`config.mk`:
```
export PLATFORM = sky130hd
export DESIGN_NAME = klv_local_set_parser
export DESIGN_NICKNAME = d
export VERILOG_FILES = /design/src/hw/rtl/klvp_pkg.sv /design/src/hw/rtl/klv_local_set_parser.sv /design/src/hw/rtl/klvp_csr.sv /design/src/hw/rtl/klvp_parse.sv
export VERILOG_INCLUDE_DIRS = /design/src /design/src/hw/rtl
export SDC_FILE = /design/constraint.sdc
export NUM_CORES = 1
export LEC_CHECK = 0
export BUFFER_PORTS_ARGS = -buffer_cell sky130_fd_sc_hd__buf_2
export CORE_MARGIN = 1.5
export CORE_UTILIZATION = 50
export DETAILED_ROUTE_END_ITERATION = 8
export PLACE_DENSITY_LB_ADDON = 0.15
export SLEW_MARGIN = 30
export SYNTH_ARGS = -nofsm -noshare
export SYNTH_HDL_FRONTEND = slang
export SYNTH_SLANG_ARGS = --single-unit
```
`constraint.sdc`:
```
create_clock -name clock -period 11.5 [get_ports clock]
set_input_delay 2.3 -clock clock [delete_from_list [all_inputs] [get_ports clock]]
set_output_delay 2.3 -clock clock [all_outputs]
set_load 0.01 [all_outputs]
```
`src/hw/rtl/klv_local_set_parser_defines.svh`:
```
// ----------------------------------------------------------------------------
// klv local set parser assertion macros
// shared assertion forms for the parser rtl
// ----------------------------------------------------------------------------
`ifndef KLV_LOCAL_SET_PARSER_DEFINES_SVH
`define KLV_LOCAL_SET_PARSER_DEFINES_SVH

// same-cycle implication, disabled in reset
`define KLVP_ASSERT_NOW(label, clk, rst, ante, cons, msg) \
   label: assert property (@(posedge clk) disable iff (rst) (ante) |-> (cons)) else $error(msg);

// next-cycle implication, disabled in reset
`define KLVP_ASSERT_NEXT(label, clk, rst, ante, cons, msg) \
   label: assert property (@(posedge clk) disable iff (rst) (ante) |=> (cons)) else $error(msg);

`endif

```
`src/hw/rtl/klvp_pkg.sv`:
```
// ----------------------------------------------------------------------------
// klvp_pkg
// types, constants and codes shared by the klv local set parser
// ----------------------------------------------------------------------------
package klvp_pkg;

   localparam int KEY_BYTES         = 16;
   localparam int KEY_CNT_W         = $clog2(KEY_BYTES);
   localparam int MAX_BER_BYTES_DEF = 8;

   localparam logic [KEY_CNT_W-1:0] KEY_LAST = KEY_CNT_W'(KEY_BYTES - 1);

   // configuration port
   localparam int CSR_INDEX_W = 3;
   localparam int CSR_DATA_W  = 64;

   localparam logic [CSR_INDEX_W-1:0] CSR_KEY_UPPER     = 3'd0;
   localparam logic [CSR_INDEX_W-1:0] CSR_KEY_LOWER     = 3'd1;
   localparam logic [CSR_INDEX_W-1:0] CSR_CHECKSUM_TAG  = 3'd2;
   localparam logic [CSR_INDEX_W-1:0] CSR_TIMESTAMP_TAG = 3'd3;
   localparam logic [CSR_INDEX_W-1:0] CSR_VERSION_TAG   = 3'd4;

   localparam logic [7:0] CHECKSUM_TAG_RST  = 8'd1;
   localparam logic [7:0] TIMESTAMP_TAG_RST = 8'd2;
   localparam logic [7:0] VERSION_TAG_RST   = 8'd65;

   // packet status codes
   localparam logic [2:0] ST_OK           = 3'd0;
   localparam logic [2:0] ST_WRONG_KEY    = 3'd1;
   localparam logic [2:0] ST_NO_TIMESTAMP = 3'd2;
   localparam logic [2:0] ST_NO_VERSION   = 3'd3;
   localparam logic [2:0] ST_NO_CHECKSUM  = 3'd4;
   localparam logic [2:0] ST_BAD_CHECKSUM = 3'd5;
   localparam logic [2:0] ST_TRUNCATED    = 3'd6;

   typedef struct packed {
      logic [7:0] data_byte;
      logic       final_byte;
   } req_type;

   typedef struct packed {
      logic       value_valid;
      logic [7:0] item_tag;
      logic [7:0] value_offset;
      logic [7:0] value_data;
      logic       item_last;
      logic       packet_done;
      logic [2:0] status;
   } rsp_type;

   typedef struct packed {
      logic [63:0] key_upper;
      logic [63:0] key_lower;
      logic [7:0]  checksum_tag;
      logic [7:0]  timestamp_tag;
      logic [7:0]  version_tag;
   } cfg_type;

endpackage

```
`src/hw/rtl/klv_local_set_parser.sv`:
```
// path: a byte is held in the input register until the parse step, and its result
// is captured in the result register; rsp back-pressure can hold the byte in the input
// register and the result in the result register
// throughput: one byte per cycle while rsp back-pressure does not stall the result register,
// set by the combinational parse step between the input register and the result register
// reset: synchronous, active high; returns to the key phase with default tags
// ----------------------------------------------------------------------------
// klv_local_set_parser
// byte-serial klv local set parser with key check, item split and checksum
// ----------------------------------------------------------------------------
`include "klv_local_set_parser_defines.svh"

module klv_local_set_parser #(
   parameter int MAX_BER_BYTES = klvp_pkg::MAX_BER_BYTES_DEF
) (
   input  logic                             clock,
   input  logic                             reset,
   // byte input channel
   input  logic                             req_valid,
   output logic                             req_ready,
   input  klvp_pkg::req_type                req_data,
   // result channel
   output logic                             rsp_valid,
   input  logic                             rsp_ready,
   output klvp_pkg::rsp_type                rsp_data,
   // configuration writes
   input  logic                             csr_we,
   input  logic [klvp_pkg::CSR_INDEX_W-1:0] csr_index,
   input  logic [klvp_pkg::CSR_DATA_W-1:0]  csr_wdata
);
   import klvp_pkg::*;

   // input register
   logic    in_valid_ff, in_valid_in;
   req_type in_item_ff;

   // result register
   logic    out_valid_ff, out_valid_in;
   rsp_type out_data_ff;

   logic    req_take;
   logic    step;
   logic    parse_valid;
   rsp_type parse_result;
   cfg_type cfg;

   // the held byte is parsed once the result register is free or draining;
   // a byte that gives no result still waits for that, which keeps order simple
   assign step     = in_valid_ff && (!out_valid_ff || rsp_ready);
   assign req_ready = !in_valid_ff || step;
   assign req_take  = req_valid && req_ready;

   always_comb begin
      if (req_take) begin
         in_valid_in = 1'b1;
      end else if (step) begin
         in_valid_in = 1'b0;
      end else begin
         in_valid_in = in_valid_ff;
      end
   end

   // result register refills in the same cycle its transaction completes
   always_comb begin
      if (step) begin
         out_valid_in = parse_valid;
      end else if (rsp_ready) begin
         out_valid_in = 1'b0;
      end else begin
         out_valid_in = out_valid_ff;
      end
   end

   always_ff @(posedge clock) begin
      if (reset) begin
         in_valid_ff  <= 1'b0;
         out_valid_ff <= 1'b0;
      end else begin
         in_valid_ff  <= in_valid_in;
         out_valid_ff <= out_valid_in;
      end
   end

   // payload registers, no reset
   always_ff @(posedge clock) begin
      if (req_take) begin
         in_item_ff <= req_data;
      end
      if (step && parse_valid) begin
         out_data_ff <= parse_result;
      end
   end

   klvp_csr u_csr (
      .clock     (clock),
      .reset     (reset),
      .csr_we    (csr_we),
      .csr_index (csr_index),
      .csr_wdata (csr_wdata),
      .cfg       (cfg)
   );

   klvp_parse #(
      .MAX_BER_BYTES (MAX_BER_BYTES)
   ) u_parse (
      .clock        (clock),
      .reset        (reset),
      .step         (step),
      .item         (in_item_ff),
      .cfg          (cfg),
      .result_valid (parse_valid),
      .result       (parse_result)
   );

   assign rsp_valid = out_valid_ff;
   assign rsp_data  = out_data_ff;

   // every result carries either a value byte or a status
   `KLVP_ASSERT_NOW(a_rsp_not_empty, clock, reset, rsp_valid, rsp_data.value_valid || rsp_data.packet_done, "result with neither value nor status")
   // status is only non-zero on a packet end
   `KLVP_ASSERT_NOW(a_status_with_done, clock, reset, rsp_valid && !rsp_data.packet_done, rsp_data.status == ST_OK, "status without packet end")
   // a held byte is never overwritten before it is parsed
   `KLVP_ASSERT_NEXT(a_in_hold, clock, reset, in_valid_ff && !step, in_valid_ff && $stable(in_item_ff), "input register lost a byte")
   // the result register only fills from a parse step
   `KLVP_ASSERT_NOW(a_out_fill, clock, reset, $rose(out_valid_ff), $past(step), "result register filled without a parse step")

endmodule

```
`src/hw/rtl/klvp_csr.sv`:
```
// ----------------------------------------------------------------------------
// klvp_csr
// configuration registers: universal key and the three special tag numbers
// ----------------------------------------------------------------------------
module klvp_csr (
   input  logic                               clock,
   input  logic                               reset,
   input  logic                               csr_we,
   input  logic [klvp_pkg::CSR_INDEX_W-1:0]   csr_index,
   input  logic [klvp_pkg::CSR_DATA_W-1:0]    csr_wdata,
   output klvp_pkg::cfg_type                  cfg
);
   import klvp_pkg::*;

   cfg_type cfg_ff;
   cfg_type cfg_in;

   always_comb begin
      cfg_in = cfg_ff;
      if (csr_we) begin
         unique case (csr_index)
            CSR_KEY_UPPER:     cfg_in.key_upper     = csr_wdata;
            CSR_KEY_LOWER:     cfg_in.key_lower     = csr_wdata;
            CSR_CHECKSUM_TAG:  cfg_in.checksum_tag  = csr_wdata[7:0];
            CSR_TIMESTAMP_TAG: cfg_in.timestamp_tag = csr_wdata[7:0];
            CSR_VERSION_TAG:   cfg_in.version_tag   = csr_wdata[7:0];
            default:           cfg_in = cfg_ff;
         endcase
      end
   end

   always_ff @(posedge clock) begin
      if (reset) begin
         cfg_ff.key_upper     <= '0;
         cfg_ff.key_lower     <= '0;
         cfg_ff.checksum_tag  <= CHECKSUM_TAG_RST;
         cfg_ff.timestamp_tag <= TIMESTAMP_TAG_RST;
         cfg_ff.version_tag   <= VERSION_TAG_RST;
      end else begin
         cfg_ff <= cfg_in;
      end
   end

   assign cfg = cfg_ff;

endmodule

```
`src/hw/rtl/klvp_parse.sv`:
```
// ----------------------------------------------------------------------------
// klvp_parse
// per-byte parse state: key check, ber skip, tag/length/value split,
// running checksum and end-of-packet status
// ----------------------------------------------------------------------------
module klvp_parse #(
   parameter int MAX_BER_BYTES = klvp_pkg::MAX_BER_BYTES_DEF
) (
   input  logic              clock,
   input  logic              reset,
   input  logic              step,
   input  klvp_pkg::req_type item,
   input  klvp_pkg::cfg_type cfg,
   output logic              result_valid,
   output klvp_pkg::rsp_type result
);
   import klvp_pkg::*;

   localparam int BER_W = $clog2(MAX_BER_BYTES + 1);
   localparam logic [6:0] BER_MAX = 7'(MAX_BER_BYTES);

   localparam logic [2:0] PH_KEY       = 3'd0;
   localparam logic [2:0] PH_BER_FIRST = 3'd1;
   localparam logic [2:0] PH_BER_MORE  = 3'd2;
   localparam logic [2:0] PH_TAG       = 3'd3;
   localparam logic [2:0] PH_LEN       = 3'd4;
   localparam logic [2:0] PH_VALUE     = 3'd5;

   logic [2:0]           phase_ff,          phase_in;
   logic [KEY_CNT_W-1:0] byte_count_ff,     byte_count_in;
   logic [BER_W-1:0]     ber_left_ff,       ber_left_in;
   logic [7:0]           current_tag_ff,    current_tag_in;
   logic [7:0]           current_length_ff, current_length_in;
   logic [7:0]           value_count_ff,    value_count_in;
   logic [15:0]          running_sum_ff,    running_sum_in;
   logic                 position_odd_ff,   position_odd_in;
   logic [15:0]          received_sum_ff,   received_sum_in;
   logic                 seen_timestamp_ff, seen_timestamp_in;
   logic                 seen_version_ff,   seen_version_in;
   logic                 discarding_ff,     discarding_in;

   logic [8*KEY_BYTES-1:0] key_all;
   logic [7:0]             key_byte;
   logic [7:0]             b;
   logic                   fin;
   logic [15:0]            sum_plus;
   logic [7:0]             value_count_inc;
   logic [BER_W-1:0]       ber_dec;
   logic                   clear_pkt;

   assign b   = item.data_byte;
   assign fin = item.final_byte;

   // key byte k sits at the top for k = 0
   assign key_all  = {cfg.key_upper, cfg.key_lower};
   assign key_byte = key_all[{~byte_count_ff, 3'b000} +: 8];

   // even positions weigh the byte as the high half
   assign sum_plus        = running_sum_ff + (position_odd_ff ? {8'h00, b} : {b, 8'h00});
   assign value_count_inc = value_count_ff + 8'd1;
   assign ber_dec         = ber_left_ff - BER_W'(1);

   always_comb begin
      phase_in          = phase_ff;
      byte_count_in     = byte_count_ff;
      ber_left_in       = ber_left_ff;
      current_tag_in    = current_tag_ff;
      current_length_in = current_length_ff;
      value_count_in    = value_count_ff;
      running_sum_in    = running_sum_ff;
      position_odd_in   = position_odd_ff;
      received_sum_in   = received_sum_ff;
      seen_timestamp_in = seen_timestamp_ff;
      seen_version_in   = seen_version_ff;
      discarding_in     = discarding_ff;
      result_valid      = 1'b0;
      result            = '0;
      clear_pkt         = 1'b0;

      if (discarding_ff) begin
         // rest of packet ignored; after a key mismatch the end stays silent
         if (fin) begin
            clear_pkt = 1'b1;
            if (phase_ff != PH_KEY) begin
               result_valid       = 1'b1;
               result.packet_done = 1'b1;
               result.status      = ST_TRUNCATED;
            end
         end
      end else if (phase_ff == PH_KEY && b != key_byte) begin
         if (fin) begin
            clear_pkt = 1'b1;
         end else begin
            discarding_in = 1'b1;
         end
         result_valid       = 1'b1;
         result.packet_done = 1'b1;
         result.status      = ST_WRONG_KEY;
      end else begin
         position_odd_in = ~position_odd_ff;
         unique case (phase_ff)
            PH_KEY: begin
               running_sum_in = sum_plus;
               if (byte_count_ff == KEY_LAST) begin
                  byte_count_in = '0;
                  phase_in      = PH_BER_FIRST;
               end else begin
                  byte_count_in = byte_count_ff + KEY_CNT_W'(1);
               end
            end
            PH_BER_FIRST: begin
               running_sum_in = sum_plus;
               if (!b[7] || b[6:0] == 7'd0) begin
                  phase_in = PH_TAG;
               end else if (b[6:0] > BER_MAX) begin
                  phase_in      = PH_BER_MORE;
                  discarding_in = 1'b1;
               end else begin
                  ber_left_in = b[BER_W-1:0];
                  phase_in    = PH_BER_MORE;
               end
            end
            PH_BER_MORE: begin
               running_sum_in = sum_plus;
               ber_left_in    = ber_dec;
               if (ber_dec == '0) begin
                  phase_in = PH_TAG;
               end
            end
            PH_TAG: begin
               running_sum_in = sum_plus;
               current_tag_in = b;
               if (b == cfg.timestamp_tag) begin
                  seen_timestamp_in = 1'b1;
               end
               if (b == cfg.version_tag) begin
                  seen_version_in = 1'b1;
               end
               phase_in = PH_LEN;
            end
            PH_LEN: begin
               running_sum_in    = sum_plus;
               current_length_in = b;
               value_count_in    = '0;
               phase_in          = (b == 8'd0) ? PH_TAG : PH_VALUE;
            end
            default: begin
               // value byte; checksum item bytes shift into the received sum
               if (current_tag_ff == cfg.checksum_tag) begin
                  received_sum_in = {received_sum_ff[7:0], b};
               end else begin
                  running_sum_in = sum_plus;
               end
               result.value_valid  = 1'b1;
               result.item_tag     = current_tag_ff;
               result.value_offset = value_count_ff;
               result.value_data   = b;
               value_count_in      = value_count_inc;
               if (value_count_inc >= current_length_ff) begin
                  result.item_last = 1'b1;
                  phase_in         = PH_TAG;
               end
            end
         endcase

         if (fin) begin
            clear_pkt          = 1'b1;
            result_valid       = 1'b1;
            result.packet_done = 1'b1;
            if (discarding_in || phase_in != PH_TAG) begin
               result.status = ST_TRUNCATED;
            end else if (!seen_timestamp_in) begin
               result.status = ST_NO_TIMESTAMP;
            end else if (!seen_version_in) begin
               result.status = ST_NO_VERSION;
            end else if (received_sum_in == 16'd0) begin
               result.status = ST_NO_CHECKSUM;
            end else if (received_sum_in != running_sum_in) begin
               result.status = ST_BAD_CHECKSUM;
            end else begin
               result.status = ST_OK;
            end
         end else begin
            result_valid = result.value_valid;
         end
      end

      if (clear_pkt) begin
         phase_in          = PH_KEY;
         byte_count_in     = '0;
         ber_left_in       = '0;
         current_tag_in    = '0;
         current_length_in = '0;
         value_count_in    = '0;
         running_sum_in    = '0;
         position_odd_in   = 1'b0;
         received_sum_in   = '0;
         seen_timestamp_in = 1'b0;
         seen_version_in   = 1'b0;
         discarding_in     = 1'b0;
      end
   end

   always_ff @(posedge clock) begin
      if (reset) begin
         phase_ff          <= PH_KEY;
         byte_count_ff     <= '0;
         ber_left_ff       <= '0;
         current_tag_ff    <= '0;
         current_length_ff <= '0;
         value_count_ff    <= '0;
         running_sum_ff    <= '0;
         position_odd_ff   <= 1'b0;
         received_sum_ff   <= '0;
         seen_timestamp_ff <= 1'b0;
         seen_version_ff   <= 1'b0;
         discarding_ff     <= 1'b0;
      end else if (step) begin
         phase_ff          <= phase_in;
         byte_count_ff     <= byte_count_in;
         ber_left_ff       <= ber_left_in;
         current_tag_ff    <= current_tag_in;
         current_length_ff <= current_length_in;
         value_count_ff    <= value_count_in;
         running_sum_ff    <= running_sum_in;
         position_odd_ff   <= position_odd_in;
         received_sum_ff   <= received_sum_in;
         seen_timestamp_ff <= seen_timestamp_in;
         seen_version_ff   <= seen_version_in;
         discarding_ff     <= discarding_in;
      end
   end

endmodule

```
== Yosys cells after proc, flatten, opt, wreduce, memory -nomap -nowiden ==
Index checks and enable logic that the tools add are counted.

* Flip-flop bits (word level): 264
* Input bits: 81

* $add $sub $neg: 4
* $lt $le $gt $ge: 2
* Equal/unequal tests: 20
* Shifts and indexed selects: 1
* Mux-type cells: 97
* Bitwise operators: 2
* Reductions and logical operators: 39

{| class="wikitable"
|+ Operator list
! operator !! count
|-
| $mux W16 || 15
|-
| $shiftx A128 B8 Y8 || 1
|-
| $mux W8 || 11
|-
| $mux W4 || 15
|-
| $mux W3 || 14
|-
| $mux W1 || 38
|-
| $mux W26 || 1
|-
| $eq A8 B8 Y1 || 3
|-
| $add A16 B16 Y16 || 1
|-
| $logic_not A16 Y1 || 1
|-
| $ne A16 B16 Y1 || 1
|-
| $pmux W8 S2 || 1
|-
| $reduce_and A4 Y1 || 4
|-
| $pmux W3 S5 || 1
|-
| $eq A3 B2 Y1 const B || 4
|-
| $reduce_and A2 Y1 || 5
|-
| $reduce_bool A2 Y1 || 5
|-
| $ne A3 B2 Y1 const B || 3
|-
| $add A8 B1 Y8 const B || 1
|-
| $ge A8 B8 Y1 || 1
|-
| $logic_not A8 Y1 || 1
|-
| $ne A8 B8 Y1 || 1
|-
| $pmux W4 S2 || 1
|-
| $gt A7 B4 Y1 const B || 1
|-
| 22 further kinds || 35
|}

== Depth between registers and ports, before layout ==
* Word-level depth: 15
* Depth in mapped cells: 15

== By module ==
From an unflattened synthesis, not the netlist that was laid out.

* Cells, all modules: 1,338
* Area total of the unflattened synthesis: 13,703.1 um2

{| class="wikitable"
|+ By module, submodules not included
! module !! times used !! cells each !! area an instance (um2)
|-
| klvp_csr || 1 || 571 || 6,216.0
|-
| klvp_parse || 1 || 717 || 6,213.5
|-
| klv_local_set_parser || 1 || 50 || 1,273.7
|}

== Worst setup path after synthesis ==
OpenSTA, ideal clock, no wires.

* Path kind: input port to output port
* Start point: input rsp_ready
* End point: output req_ready
* Arrival time: 2,529 ps
* Data required time: 9,200 ps
* Setup slack: 6,671 ps
* Stages: 2
* Path through: nor2b_1 nand2_1

* Cells in the longest elaborated chain, start to end: 3

{| class="wikitable"
|+ Ends and longest elaborated chain
! element !! line !! text
|-
| start, declared || klv_local_set_parser.sv:24 || <nowiki>input logic rsp_ready,</nowiki>
|-
| $logic_or A1 B1 Y1 || klv_local_set_parser.sv:49 || <nowiki>assign step = in_valid_ff && (!out_valid_ff || rsp_ready);</nowiki>
|-
| $logic_and A1 B1 Y1 || klv_local_set_parser.sv:49 ||
|-
| $logic_or A1 B1 Y1 || klv_local_set_parser.sv:50 || <nowiki>assign req_ready = !in_valid_ff || step;</nowiki>
|-
| end, declared || klv_local_set_parser.sv:20 || <nowiki>output logic req_ready,</nowiki>
|}

No other way between the ends.

== Worst setup path after layout ==
Same ends and word-level chain as after synthesis.

==> flow_metrics.tcl <==
set metrics [dict create \
    status "finished clean" \
    cts_root_buffer "clkbuf_16" \
    synth_xor_area_share_pct 6.740 \
    cts_setup_buffers 0 \
    ys_seq_area_share_pct 44.05 \
    finalCritPeriodShare_pct 45.69 \
    final.setup.tns_ns 0 \
    total_power_mw 2.095 \
    fillers 2375 \
    layout_min_cycle_time_ns 5.255 \
    p_switching_mw 0.4991 \
    area_growth_pct 13.29 \
    track_usage_pct 26.15 \
    wl_per_cell_um 18.61 \
    synth-simple-area-share_pct 19.92 \
    grt_pass1_vias 9973 \
    drc 0 \
    synthMuxAreaShare_pct 6.089 \
    whs_ns 0.4513 \
    gp_congestion 0.8869 \
    use_met1_pct 34.11 \
    synth_area_leader_cell "dfxtp_1" \
    ios 113 \
    cp_data_arrival_time_ns 2.95 \
    start_kind "primary input" \
    port_buffers 112 \
    grt_pass1_wl_um 54790 \
    path_clk_slew_ns 0.06 \
    postSynthCellCount 1475 \
    drive_above_1_share_pct 14.42 \
    ys_warn_count 0 \
    ys_top_cells_by_count "355 x nand2_1, 225 x dfxtp_1, 182 x a21oi_1, 83 x clkbuf_1, 57 x xnor2_1" \
    ir_worst_vdd_mv 0.1272 \
    groute.layer.met2.usage_pct 45.47 \
    clock_path_buffers 3 \
    num_rows 58 \
    reg2reg_setup_slack_ns 7.22 \
    timing.final.ws_setup_ns 6.245 \
    crit_end "req_ready" \
    ys.flop_type "dfxtp_1" \
    p_seq_share_pct 46.3 \
    crit_required_ns 9.20 \
    htreeDepth 1 \
    ys_ff_latch 264 \
    multi_input_area_um2 6648 \
    combPwrFrac_pct 6.7 \
    power.static_leakage_nw 5.434 \
    drt_iter0_markers 821 \
    min_path_type "reg2reg" \
    cp-end-kind "primary output" \
    worst_slew_pin_slew_ns 0.7874 \
    dp_hpwl_um 23970 \
    sw_frac_of_total_pct 23.83 \
    path_class "in2out" \
    p_int_mw 1.596 \
    clock.fmax_mhz 190.3 \
    die_h_um 163.5 \
    min-delay-start "u_csr.cfg[65]$_SDFFE_PP0P_" \
    grt_max_degree 97 \
    num_vias 10735 \
    async_flop_share_pct 0 \
    synth_fa_ha_area_share_pct 2.778 \
    finalNonFillerCells 1890 \
    synth_edf_count 39 \
    drv_cap 0 \
    busiest_layer "met2" \
    die_area_um2 26740 \
    fin_nets 1645 \
    fin_worst_skew_ns 0.02242 \
    dp_worst_setup_slack_ns 6.206 \
    clock_latency_ns 0.56 \
    initial_core_util_pct 51.02 \
    rsz0062_at_grt "no" \
    grt_overflow 0 \
    synth_area_leaders "dfxtp_1 35%, nand2_1 10%, edfxtp_1 9.1%, a21oi_1 7.1%, mux4_2 4.0%" \
    ff2ff_path_depth 10 \
    syn_area_per_cell_um2 8.735 \
    p_per_area_nw_per_um2 143.5 \
    dp.cells 1834 \
    antenna_found_initial 0 \
    reg2reg_to "u_parse.received_sum_ff[10]$_SDFFE_PP0P_" \
    final-hold-violation-count 0 \
    diodes 0 \
    synth_nets 1584 \
    clock_sinks 264 \
    pwr-share-clk_pct 47.0 \
    setup-violations-final 0 \
    met3_usage_pct 3.149 \
    synth_cell_types 68 \
    routed_wl_um 35180 \
    crit_fanout 2 \
    r2r_start "u_parse.byte_count_ff[1]$_SDFFE_PP0P_" \
    cts_resized 0 \
    slew_headroom_pct 47.33 \
    postRouteAntennaNets 0 \
    cts_buffers 30 \
    syn_area_um2 12880 \
    postCtsHoldBufs 0 \
    die_w_um 163.5 \
    seq_area_um2 5677 \
    yosysMostFrequentCell "nand2_1" \
    synth.top_cell.area_share_pct 34.96 \
    tritoncts "yes" \
    firstDrtPassIters 5 \
    slew_violations 0 \
    synth_top_family_by_area "simple AND/OR/NAND/NOR gates" \
    via_per_inst 5.680 \
    cp-startpoint "rsp_ready" \
    core_area_um2 25250 \
    synth-compound-area-share_pct 15.96 \
]
state kept, by name (all words and copies together), names as in the netlist, 3 cells and up:
signal,flops
in_item_ff,9
rsp_data,30
u_csr.cfg,152
u_parse.ber_left_ff,4
u_parse.byte_count_ff,4
u_parse.current_length_ff,8
u_parse.current_tag_ff,8
u_parse.phase_ff,3
u_parse.received_sum_ff,16
u_parse.running_sum_ff,16
u_parse.value_count_ff,8
how the worst min path moves through the flow:
| stage | slack (ns) | endpoint | depth (start not counted) |
|---|---|---|---|
| final | 0.45 | u_csr.cfg[65]$_SDFFE_PP0P_ | 2 |
| after global routing | 0.47 | u_csr.cfg[65]$_SDFFE_PP0P_ | 2 |
| after CTS | 0.45 | u_csr.cfg[69]$_SDFFE_PP0P_ | 2 |
| after detailed placement | 0.44 | u_csr.cfg[65]$_SDFFE_PP0P_ | 2 |
| after global placement | 0.44 | u_csr.cfg[130]$_SDFFE_PP0P_ | 2 |
| after floorplan | 0.42 | u_parse.seen_timestamp_ff$_SDFFE_PP0P_ | 2 |
through the flow:
step                area (um2)  utilization [%]
floorplan                12880                -
global placement         13560            53.69
detailed placement       13560            53.69
CTS                      14580            57.75
global route             14600            57.79
finish                   14600            57.79
layout by cell type, fill, tap and decap left out, types with 4 or more instances in the layout:
| cell type | count |
|---|---|
| nand4_1 | 8 |
| a22oi_1 | 4 |
| or3_1 | 4 |
| mux2i_1 | 24 |
| nor2b_1 | 15 |
| xor2_1 | 37 |
| a211oi_1 | 10 |
| nand3b_1 | 25 |
| o22ai_1 | 4 |
| mux4_2 | 23 |
| nand2b_1 | 6 |
| o211ai_1 | 4 |
| buf_4 | 21 |
| or2_2 | 4 |
| nand2_1 | 354 |
| bufinv_16 | 4 |
| a22o_1 | 37 |
| and3_1 | 32 |
| buf_2 | 111 |
| dfxtp_1 | 224 |
| clkbuf_1 | 5 |
| edfxtp_1 | 39 |
| nor3_1 | 10 |
| clkbuf_16 | 30 |
| xnor2_1 | 57 |
| nor4_1 | 12 |
| nor2_1 | 49 |
| nand3_1 | 21 |
| and2_1 | 15 |
| a31oi_1 | 7 |
| o2bb2ai_1 | 6 |
| clkinv_2 | 11 |
| o21ai_0 | 45 |
| inv_1 | 29 |
| o21a_1 | 4 |
| ha_1 | 27 |
| a21oi_1 | 182 |
final cells by class:
class,count,share of cell area (%)
clock buffers,38,5.555
clock inverters,18,1.466
inverters,29,0.7458
multi-input cells,1078,45.55
flip-flops and latches,264,38.89
well taps,330,2.829
repair buffers,133,4.964
routing by layer:
| metal | share of wire, % | wire length, um |
|---|---|---|
| met5 | 0 | 0 |
| met4 | 2.6 | 930 |
| met3 | 5.3 | 1875 |
| met2 | 49 | 17120 |
| met1 | 43 | 15260 |
cell families (layout without fill, tap and decap cells):
kind of cell,Yosys count,after routing
AND/OR/NAND/NOR,568,568
AO/OA/AOI/OAI,338,338
flip-flops,264,264
buffers and inverters,133,218
XOR/XNOR,96,96
multiplexers,48,48
adder cells (fa/ha/maj),28,28
power by group through the flow:
stage	logic (mW)	clock network [mW]	registers [mW]
after floorplan	0.0834	0	0.987
after global placement	0.139	0	0.989
after detailed placement	0.140	0	0.989
after CTS	0.141	0.996	0.969
after global routing	0.153	1.03	0.971
final	0.141	0.985	0.969
worst max-delay path: stages:
cell	delay, ns
buf_2	0.11
nor2b_1	0.25
nand2_1	0.13
buf_2	0.16
Power figures use the tool's default switching activity.
